==> src/design/fre_pkg.sv <==
// Shared constants and types for the frame RMS envelope block.
// No dependencies; imported by frame_rms_envelope.
`timescale 1ns / 1ps

package fre_pkg;

   // frame length in samples
   localparam int FRAME_LEN = 256;

   // field and datapath widths
   localparam int SAMPLE_W = 16;
   localparam int COUNT_W  = $clog2(FRAME_LEN + 1);
   localparam int SUM_W    = 2 * (SAMPLE_W - 1) + COUNT_W;
   localparam int MEAN_W   = 2 * SAMPLE_W;
   localparam int ROOT_W   = SAMPLE_W;
   localparam int STEP_W   = $clog2(SUM_W);

   // sequencer states
   typedef enum logic [2:0] {
      ST_IDLE,
      ST_SQUARE,
      ST_DIVIDE,
      ST_ROOT,
      ST_EMIT
   } state_type;

endpackage

==> src/design/frame_rms_envelope.sv <==
// Frame RMS envelope: bit-serial square, divide and square root over one frame.
// Depends on fre_pkg for widths, frame length and the sequencer states.
`timescale 1ns / 1ps

// Each accepted sample is squared one multiplier bit per cycle and added to the
// frame's sum of squares; the next sample is taken only after the squaring is
// done. When the frame reaches FRAME_LEN samples, or a sample marked last
// arrives, the sum is divided by the sample count one quotient bit per cycle
// and the floored mean goes through a digit-by-digit square root, one root
// bit per cycle; the ST_EMIT state then places the result in the output
// register once that register is free. No new sample is accepted before then,
// and the wait is longer if an earlier result has not been taken yet. The
// output register holds one result while new samples are accepted.
module frame_rms_envelope
   import fre_pkg::*;
(
   input  logic                       clock,
   input  logic                       reset,
   input  logic                       req_valid,
   output logic                       req_stall,
   input  logic signed [SAMPLE_W-1:0] req_sample,
   input  logic                       req_last_sample,
   output logic                       rsp_valid,
   input  logic                       rsp_stall,
   output logic        [ROOT_W-1:0]   rsp_rms,
   output logic        [COUNT_W-1:0]  rsp_frame_samples
);

   state_type state_ff, state_in;

   logic [STEP_W-1:0]   step_ff, step_in;
   logic [SUM_W-1:0]    sum_ff, sum_in;
   logic [COUNT_W-1:0]  count_ff, count_in;
   logic                last_ff, last_in;
   logic [SAMPLE_W-1:0] mplr_ff, mplr_in;
   logic [MEAN_W-1:0]   mcand_ff, mcand_in;
   logic [COUNT_W-1:0]  divisor_ff, divisor_in;
   logic [SUM_W-1:0]    quot_ff, quot_in;
   logic [COUNT_W-1:0]  drem_ff, drem_in;
   logic [MEAN_W-1:0]   rad_ff, rad_in;
   logic [ROOT_W:0]     srem_ff, srem_in;
   logic [ROOT_W-1:0]   root_ff, root_in;
   logic                rsp_valid_ff, rsp_valid_in;
   logic [ROOT_W-1:0]   rsp_rms_ff, rsp_rms_in;
   logic [COUNT_W-1:0]  rsp_frame_ff, rsp_frame_in;

   logic                req_accept;
   logic                rsp_taken;
   logic                out_free;
   logic                step_last;
   logic                frame_done;
   logic [SAMPLE_W-1:0] sample_bits;
   logic [SAMPLE_W-1:0] mag;
   logic [SUM_W-1:0]    partial;
   logic [SUM_W-1:0]    sum_add;
   logic [COUNT_W:0]    dshift;
   logic [COUNT_W:0]    ddiff;
   logic                dfit;
   logic [ROOT_W+2:0]   sshift;
   logic [ROOT_W+2:0]   strial;
   logic [ROOT_W+2:0]   sdiff;
   logic                sfit;

   // handshake terms
   assign req_accept = req_valid && !req_stall;
   assign rsp_taken  = rsp_valid_ff && !rsp_stall;
   assign out_free   = !rsp_valid_ff || rsp_taken;
   assign frame_done = (count_ff == COUNT_W'(FRAME_LEN)) || last_ff;

   // last iteration of the current serial operation
   always_comb begin
      case (state_ff)
         ST_SQUARE: step_last = (step_ff == STEP_W'(SAMPLE_W - 1));
         ST_DIVIDE: step_last = (step_ff == STEP_W'(SUM_W - 1));
         ST_ROOT:   step_last = (step_ff == STEP_W'(ROOT_W - 1));
         default:   step_last = 1'b0;
      endcase
   end

   // sample magnitude, 0 to 32768
   assign sample_bits = req_sample;
   assign mag = sample_bits[SAMPLE_W-1] ? ((~sample_bits) + SAMPLE_W'(1)) : sample_bits;

   // shift-add multiply step
   assign partial = mplr_ff[0] ? SUM_W'(mcand_ff) : '0;
   assign sum_add = sum_ff + partial;

   // restoring divide step
   assign dshift = {drem_ff, quot_ff[SUM_W-1]};
   assign dfit   = (dshift >= {1'b0, divisor_ff});
   assign ddiff  = dshift - {1'b0, divisor_ff};

   // square root step, two radicand bits per root bit
   assign sshift = {srem_ff, rad_ff[MEAN_W-1 -: 2]};
   assign strial = {1'b0, root_ff, 2'b01};
   assign sfit   = (sshift >= strial);
   assign sdiff  = sshift - strial;

   // next state
   always_comb begin
      state_in = state_ff;
      case (state_ff)
         ST_IDLE: begin
            if (req_accept) state_in = ST_SQUARE;
         end
         ST_SQUARE: begin
            if (step_last) state_in = frame_done ? ST_DIVIDE : ST_IDLE;
         end
         ST_DIVIDE: begin
            if (step_last) state_in = ST_ROOT;
         end
         ST_ROOT: begin
            if (step_last) state_in = ST_EMIT;
         end
         ST_EMIT: begin
            if (out_free) state_in = ST_IDLE;
         end
         default: state_in = ST_IDLE;
      endcase
   end

   // handshake outputs
   always_comb begin
      req_stall = reset || (state_ff != ST_IDLE);
   end

   // datapath next values
   always_comb begin
      step_in      = step_ff;
      sum_in       = sum_ff;
      count_in     = count_ff;
      last_in      = last_ff;
      mplr_in      = mplr_ff;
      mcand_in     = mcand_ff;
      divisor_in   = divisor_ff;
      quot_in      = quot_ff;
      drem_in      = drem_ff;
      rad_in       = rad_ff;
      srem_in      = srem_ff;
      root_in      = root_ff;
      rsp_valid_in = rsp_valid_ff && !rsp_taken;
      rsp_rms_in   = rsp_rms_ff;
      rsp_frame_in = rsp_frame_ff;
      case (state_ff)
         ST_IDLE: begin
            step_in = '0;
            if (req_accept) begin
               mplr_in  = mag;
               mcand_in = MEAN_W'(mag);
               last_in  = req_last_sample;
               count_in = count_ff + COUNT_W'(1);
            end
         end
         ST_SQUARE: begin
            sum_in   = sum_add;
            mplr_in  = mplr_ff >> 1;
            mcand_in = mcand_ff << 1;
            step_in  = step_ff + STEP_W'(1);
            if (step_last) begin
               step_in = '0;
               if (frame_done) begin
                  quot_in    = sum_add;
                  drem_in    = '0;
                  divisor_in = count_ff;
                  sum_in     = '0;
                  count_in   = '0;
               end
            end
         end
         ST_DIVIDE: begin
            drem_in = dfit ? ddiff[COUNT_W-1:0] : dshift[COUNT_W-1:0];
            quot_in = {quot_ff[SUM_W-2:0], dfit};
            step_in = step_ff + STEP_W'(1);
            if (step_last) begin
               step_in = '0;
               rad_in  = {quot_ff[MEAN_W-2:0], dfit};
               srem_in = '0;
               root_in = '0;
            end
         end
         ST_ROOT: begin
            srem_in = sfit ? sdiff[ROOT_W:0] : sshift[ROOT_W:0];
            root_in = {root_ff[ROOT_W-2:0], sfit};
            rad_in  = rad_ff << 2;
            step_in = step_last ? '0 : step_ff + STEP_W'(1);
         end
         ST_EMIT: begin
            if (out_free) begin
               rsp_valid_in = 1'b1;
               rsp_rms_in   = root_ff;
               rsp_frame_in = divisor_ff;
            end
         end
         default: step_in = '0;
      endcase
   end

   // control registers
   always_ff @(posedge clock) begin
      if (reset) begin
         state_ff     <= ST_IDLE;
         sum_ff       <= '0;
         count_ff     <= '0;
         rsp_valid_ff <= 1'b0;
      end else begin
         state_ff     <= state_in;
         sum_ff       <= sum_in;
         count_ff     <= count_in;
         rsp_valid_ff <= rsp_valid_in;
      end
   end

   // payload registers
   always_ff @(posedge clock) begin
      step_ff      <= step_in;
      last_ff      <= last_in;
      mplr_ff      <= mplr_in;
      mcand_ff     <= mcand_in;
      divisor_ff   <= divisor_in;
      quot_ff      <= quot_in;
      drem_ff      <= drem_in;
      rad_ff       <= rad_in;
      srem_ff      <= srem_in;
      root_ff      <= root_in;
      rsp_rms_ff   <= rsp_rms_in;
      rsp_frame_ff <= rsp_frame_in;
   end

   assign rsp_valid         = rsp_valid_ff;
   assign rsp_rms           = rsp_rms_ff;
   assign rsp_frame_samples = rsp_frame_ff;

endmodule

==> config.mk <==
export PLATFORM = sky130hd
export DESIGN_NAME = frame_rms_envelope
export DESIGN_NICKNAME = d
export VERILOG_FILES = /design/src/design/fre_pkg.sv /design/src/design/frame_rms_envelope.sv
export SDC_FILE = /design/constraint.sdc
export NUM_CORES = 1
export LEC_CHECK = 0
export BUFFER_PORTS_ARGS = -buffer_cell sky130_fd_sc_hd__buf_2
export CAP_MARGIN = 10
export CORE_AREA = 4 4 151 153
export DETAILED_ROUTE_END_ITERATION = 8
export DIE_AREA = 0 0 155 157
export PLACE_DENSITY = 0.8
export SLEW_MARGIN = 5
export SYNTH_ARGS = -nofsm -noshare
export SYNTH_HDL_FRONTEND = slang
export SYNTH_SLANG_ARGS = --single-unit
==> constraint.sdc <==
create_clock -name clock -period 6.4 [get_ports clock]
set_clock_uncertainty 0.15 [all_clocks]
set_input_delay 0.32 -clock clock [delete_from_list [all_inputs] [get_ports clock]]
set_output_delay 0.32 -clock clock [all_outputs]
set_load 0.02 [all_outputs]
# Word-level counts from Yosys, hierarchy flattened

Cells that the tools add are included.

$add $sub $neg: 6
$mul: 0
Divide/modulo/power cells: 0
$lt $le $gt $ge: 2
Equality and inequality tests: 13
Shift operators: 0
Mux-type cells: 36
Bitwise logic cells: 1
Reductions and logical operators: 25

Operators by type and width:

| cell                                           | number |
|---|---|
| two-way mux 39 bit                             | 4 |
| one-hot mux 32 bit (2 select lines)            | 2 |
| two-way mux 32 bit                             | 3 |
| one-hot mux 39 bit (2 select lines)            | 1 |
| one-hot mux 16 bit (2 select lines)            | 2 |
| two-way mux 16 bit                             | 3 |
| adder 39 x 32 -> 39 bit                        | 1 |
| two-way mux 9 bit                              | 4 |
| one-hot mux 9 bit (2 select lines)             | 2 |
| two-way mux 17 bit                             | 2 |
| one-hot mux 17 bit (2 select lines)            | 1 |
| greater-or-equal comparator 19 x 18 -> 1 bit   | 1 |
| subtractor 17 bit                              | 1 |
| adder 16 x 1 -> 16 bit (second input constant) | 1 |
| NOT 16 bit                                     | 1 |
| two-way mux 3 bit                              | 5 |
| one-hot mux 3 bit (5 select lines)             | 1 |
| != test 2 bit (second input constant)          | 6 |
| one-hot mux 6 bit (2 select lines)             | 1 |
| greater-or-equal comparator 10 x 9 -> 1 bit    | 1 |
| adder 9 x 1 -> 9 bit (second input constant)   | 1 |
| equality test 9 bit (second input constant)    | 1 |
| subtractor 9 bit                               | 1 |
| AND reduction 2 bit                            | 4 |
| 21 further kinds                               | 33 |

Bits in registers: 254
Bits in latches: 0
Memory bits (writable): 0
ROM bits: 0
Input bits: 21
Output and inout bits: 27
Memories kept: 0

# Logic depth before layout (Yosys ltp)

Depth in word-level cells: 6
Gate-level depth with buffers: 13
Gate-level depth less buffers: 11

# Worst setup path after synthesis

OpenSTA, ideal clock, no wires.

Path kind: flip-flop to flip-flop
Start: register state_ff[0]
End: register drem_ff[0] (enable)
Setup time: 0.520 ns
Arrival time: 4.981 ns
Required time: 5.730 ns
Path slack: 0.749 ns
Stages on the path, launching flop included: 8
Path buffers: 2
Cell sequence: dfxtp_1 > buf_2 > nand2b_1 > or3_1 > a211oi_2 > nand2b_1 > clkbuf_1 > o21ai_0

Longest elaborated chain between the ends: 5

RTL lines:

| what                                                                         | line                                                | RTL |
|---|---|---|
| start, declared                                                              | frame_rms_envelope.sv:29                            | `state_type state_ff, state_in;` |
| start signal, assigned                                                       | frame_rms_envelope.sv:206                           | `state_ff <= state_in;` |
| equality test 3 x 1 -> 1 bit or equality test 3 x 2 -> 1 bit (tied branches) | frame_rms_envelope.sv:72, frame_rms_envelope.sv:144 |  |
| OR reduction 2 bit (no line)                                                 | -                                                   |  |
| one-hot mux 1 bit (2 select lines)                                           | frame_rms_envelope.sv:72                            | `case (state_ff)` |
| != test 2 bit (no line)                                                      | -                                                   |  |
| AND reduction 3 bit (no line) (*)                                            | -                                                   |  |
| end signal, assigned                                                         | frame_rms_envelope.sv:221                           | `drem_ff <= drem_in;` |
| end, declared                                                                | frame_rms_envelope.sv:39                            | `logic [COUNT_W-1:0] drem_ff, drem_in;` |

Every way passes the cells marked *; elsewhere a longest branch is shown, timed or not.
A chain may end at the register's enable or synchronous reset.

# Worst setup path after layout

Start: register mplr_ff[0]
End: register quot_ff[37], data pin

Longest elaborated chain between the ends: 5

RTL lines:

| what                                | line                      | RTL |
|---|---|---|
| start, declared                     | frame_rms_envelope.sv:35  | `logic [SAMPLE_W-1:0] mplr_ff, mplr_in;` |
| start signal, assigned              | frame_rms_envelope.sv:217 | `mplr_ff <= mplr_in;` |
| two-way mux 32 bit                  | frame_rms_envelope.sv:85  | `assign partial = mplr_ff[0] ? SUM_W'(mcand_ff) : '0;` |
| adder 39 x 32 -> 39 bit             | frame_rms_envelope.sv:86  | `assign sum_add = sum_ff + partial;` |
| two-way mux 39 bit                  | frame_rms_envelope.sv:161 | `if (frame_done) begin` |
| two-way mux 39 bit                  | frame_rms_envelope.sv:159 | `if (step_last) begin` |
| one-hot mux 39 bit (2 select lines) | frame_rms_envelope.sv:144 | `case (state_ff)` |
| via quot_in[37]                     | frame_rms_envelope.sv:38  | `logic [SUM_W-1:0] quot_ff, quot_in;` |
| end signal, assigned                | frame_rms_envelope.sv:220 | `quot_ff <= quot_in;` |
| end, declared                       | frame_rms_envelope.sv:38  |  |

The timed path passes the listed nets, and every way through them passes these cells. The select of a mux whose other input is x is not followed.

==> out/results.tsv <==
metric	value	unit
cts_made_buffers	27	
syn2layout_area_growth	11.0	%
crit_start	mplr_ff[0]	
synth-async-reset-ratio	0	%
dp_cells	1593	
min_to	mcand_ff[0]	
postRouteAntennaNets	0	
tns	0	ns
status	finished clean	
ys.warnings.count	0	
tightest_slew	1.14	ns
tritoncts	done	
grt_max_degree	81	
io_buffers	47	
netlist_top_cells_area	edfxtp_1, dfxtp_1, nand2_1	
yosys.area.top_type	edfxtp_1	
fmax	252	MHz
finalCriticalPeriod	3.97	ns
yosysTopAreaCellShare	45.3	%
ir_drop	358	uV
num_io_pins	48	
hold_class	input pin to flip-flop	
holdCritStartpoint	req_sample[0]	
drc	0	
nNetsFinal	1430	
overflow	0	
slew_viol_final	0	
worstPathMaxFanout	32	
synth_cell_types	60	
die_x	155	um
synthFlopType	edfxtp_1	
synth_most_common_cell	nand2_1	
synth_seq_cells	254	
dp_worst_setup_slack	2.53	ns
cts.sinks	254	
rsz0062_at_grt	false	
synth-edff-count	202	
die_area	24300	um2
die_h	157	um
hold_depth	3	
start_util	62.2	%
fin_crit_sh	62.0	%
utilization	69.0	%
start_kind	flip-flop	
n_antenna_cell	0	
drive_gt1_share	9.09	%
p_leak	6.15	nW
grt_pass1_wl	45.4	mm
core	21600	um2
crit_type	flip-flop to flip-flop	
rr_worst_depth	10	
fin_ws	2.43	ns
final_cells	1644	
cap_violations	0	
cts.repair.resized	0	
clk_pin_slew_worst_paths	0.06	ns
insertion_delay	0.53	ns
seq_area_frac_synth	53.1	%
synth_area	13400	um2
power.total	3.82	mW
first_global_vias	9417	
final-hold-violation-count	0	
grt_use_total	22.2	%
clockBufferDepth	3	
slew_headroom	23.9	%
wl_per_cell	16.5	um
wirelength	27.2	mm
cp-end-kind	flip-flop	
place_congestion	0.931	
avgSynthCellArea	10.2	um2
dp_hpwl	18.3	mm
ys_top_cells_by_count	nand2_1, edfxtp_1, nor2_1	
syn_inst	1309	
worstPathArrival	4.08	ns
synth_fp_nets	1395	
r2r_end	quot_ff[37]	
setup_viol	0	
via_count	9736	
r2r_setup_slack	2.43	ns
dr.pass1.iters	5	
fillers	1572	
reg2reg_from	mplr_ff[0]	
drt_first_iter_violations	725	
cp_data_required_time	6.52	ns
antenna_found_initial	0	
rows	54	
powerDensity	257	nW/um2
h-tree-depth	1	
clockRootBuffer	clkbuf_16	
viasPerCell	5.92	
==> registers in the layout, summed over array words and instances, names as in the netlist <==
name / count
srem_ff: 17
rsp_valid: 1
sum_ff: 39
mcand_ff: 32
root_ff: 16
count_ff: 9
rsp_frame_samples: 9
quot_ff: 39
rsp_rms: 16
step_ff: 6
divisor_ff: 9
drem_ff: 9
last_ff: 1
mplr_ff: 16
rad_ff: 32
state_ff: 3
==> worst max-delay path: stages (launching register included) <==
cell and delay, ns:
edfxtp_1 0.82, and2_1 0.29, ha_1 0.27, a211oi_1 0.22
o21bai_1 0.15, a211o_1 0.41, o211ai_2 0.21, or4b_1 0.52
and3_1 0.29, o2111ai_1 0.24, o211ai_1 0.12
==> cells by family (layout without fill, tap and decap cells) <==
family                   count (synthesis)  in the layout  synth area share (%)
AO/OA/AOI/OAI                          274            274                  13.3
XOR/XNOR                                74             74                  4.84
flip-flops                             254            254                  53.1
AND/OR/NAND/NOR                        506            506                  17.3
adder cells (fa/ha/maj)                 65             65                  6.18
buffers and inverters                  109            164                  3.18
multiplexers                            27             27                  2.10
==> layer usage <==
layer | up-vias | routed length, um | GRT usage [%] | part of all wire (%)
met2 | 280 | 12800 | 37.3 | 47
met1 | 4647 | 12200 | 31.0 | 45
met3 | 58 | 1540 | 2.78 | 5.7
met4 | 0 | 553 | 5.89 | 2.0
met5 | - | 0 | 0 | 0
li1 | 4751 | - | - | -
==> cell type report <==
type | instances | area, um2 | area share (%)
clock buffers | 37 | 743 | 5.00
clock inverters | 12 | 221 | 1.49
inverters | 54 | 203 | 1.36
multi-input cells | 946 | 5900 | 39.7
flip-flops and latches | 254 | 7110 | 47.8
well taps | 280 | 350 | 2.36
repair buffers | 61 | 345 | 2.32
==> where the power goes <==
group	internal (mW)	switching (mW)
Clock	1.05	0.637
Combinational	0.107	0.167
Sequential	1.82	0.0240
Total	2.99	0.828
==> worst max path at each step <==
stage                     cells past startpoint           to  slack, ns
after detailed placement                     10  quot_ff[37]       2.53
after CTS                                    10  quot_ff[37]       2.50
final                                        10  quot_ff[37]       2.43
after global placement                       10  quot_ff[37]       2.64
after global routing                         10  quot_ff[37]       2.21
after floorplan                               7   drem_ff[0]       0.75
==> metrics by stage <==
stage	instance area [um2]	hold WS, ns
floorplan	13400	0.269
global placement	13900	0.280
detailed placement	13900	0.286
CTS	14900	0.0236
global route	14900	0.0743
finish	14900	0.0390
==> layout by cell type (no fill, tap or decap), drive strengths merged, types with 39 or more instances in the layout <==
cell / count
a21oi: 68
and2: 53
buf: 59
dfxtp: 52
edfxtp: 202
ha: 63
inv: 56
nand2: 222
nor2: 109
o21ai: 55
xnor2: 39
==> repair_timing <==
action | CTS | global route
hold buffers | 2 | 0
buffers inserted | 0 | 0
hold endpoints to repair | 2 | 0
Power figures use the tool's default switching activity.
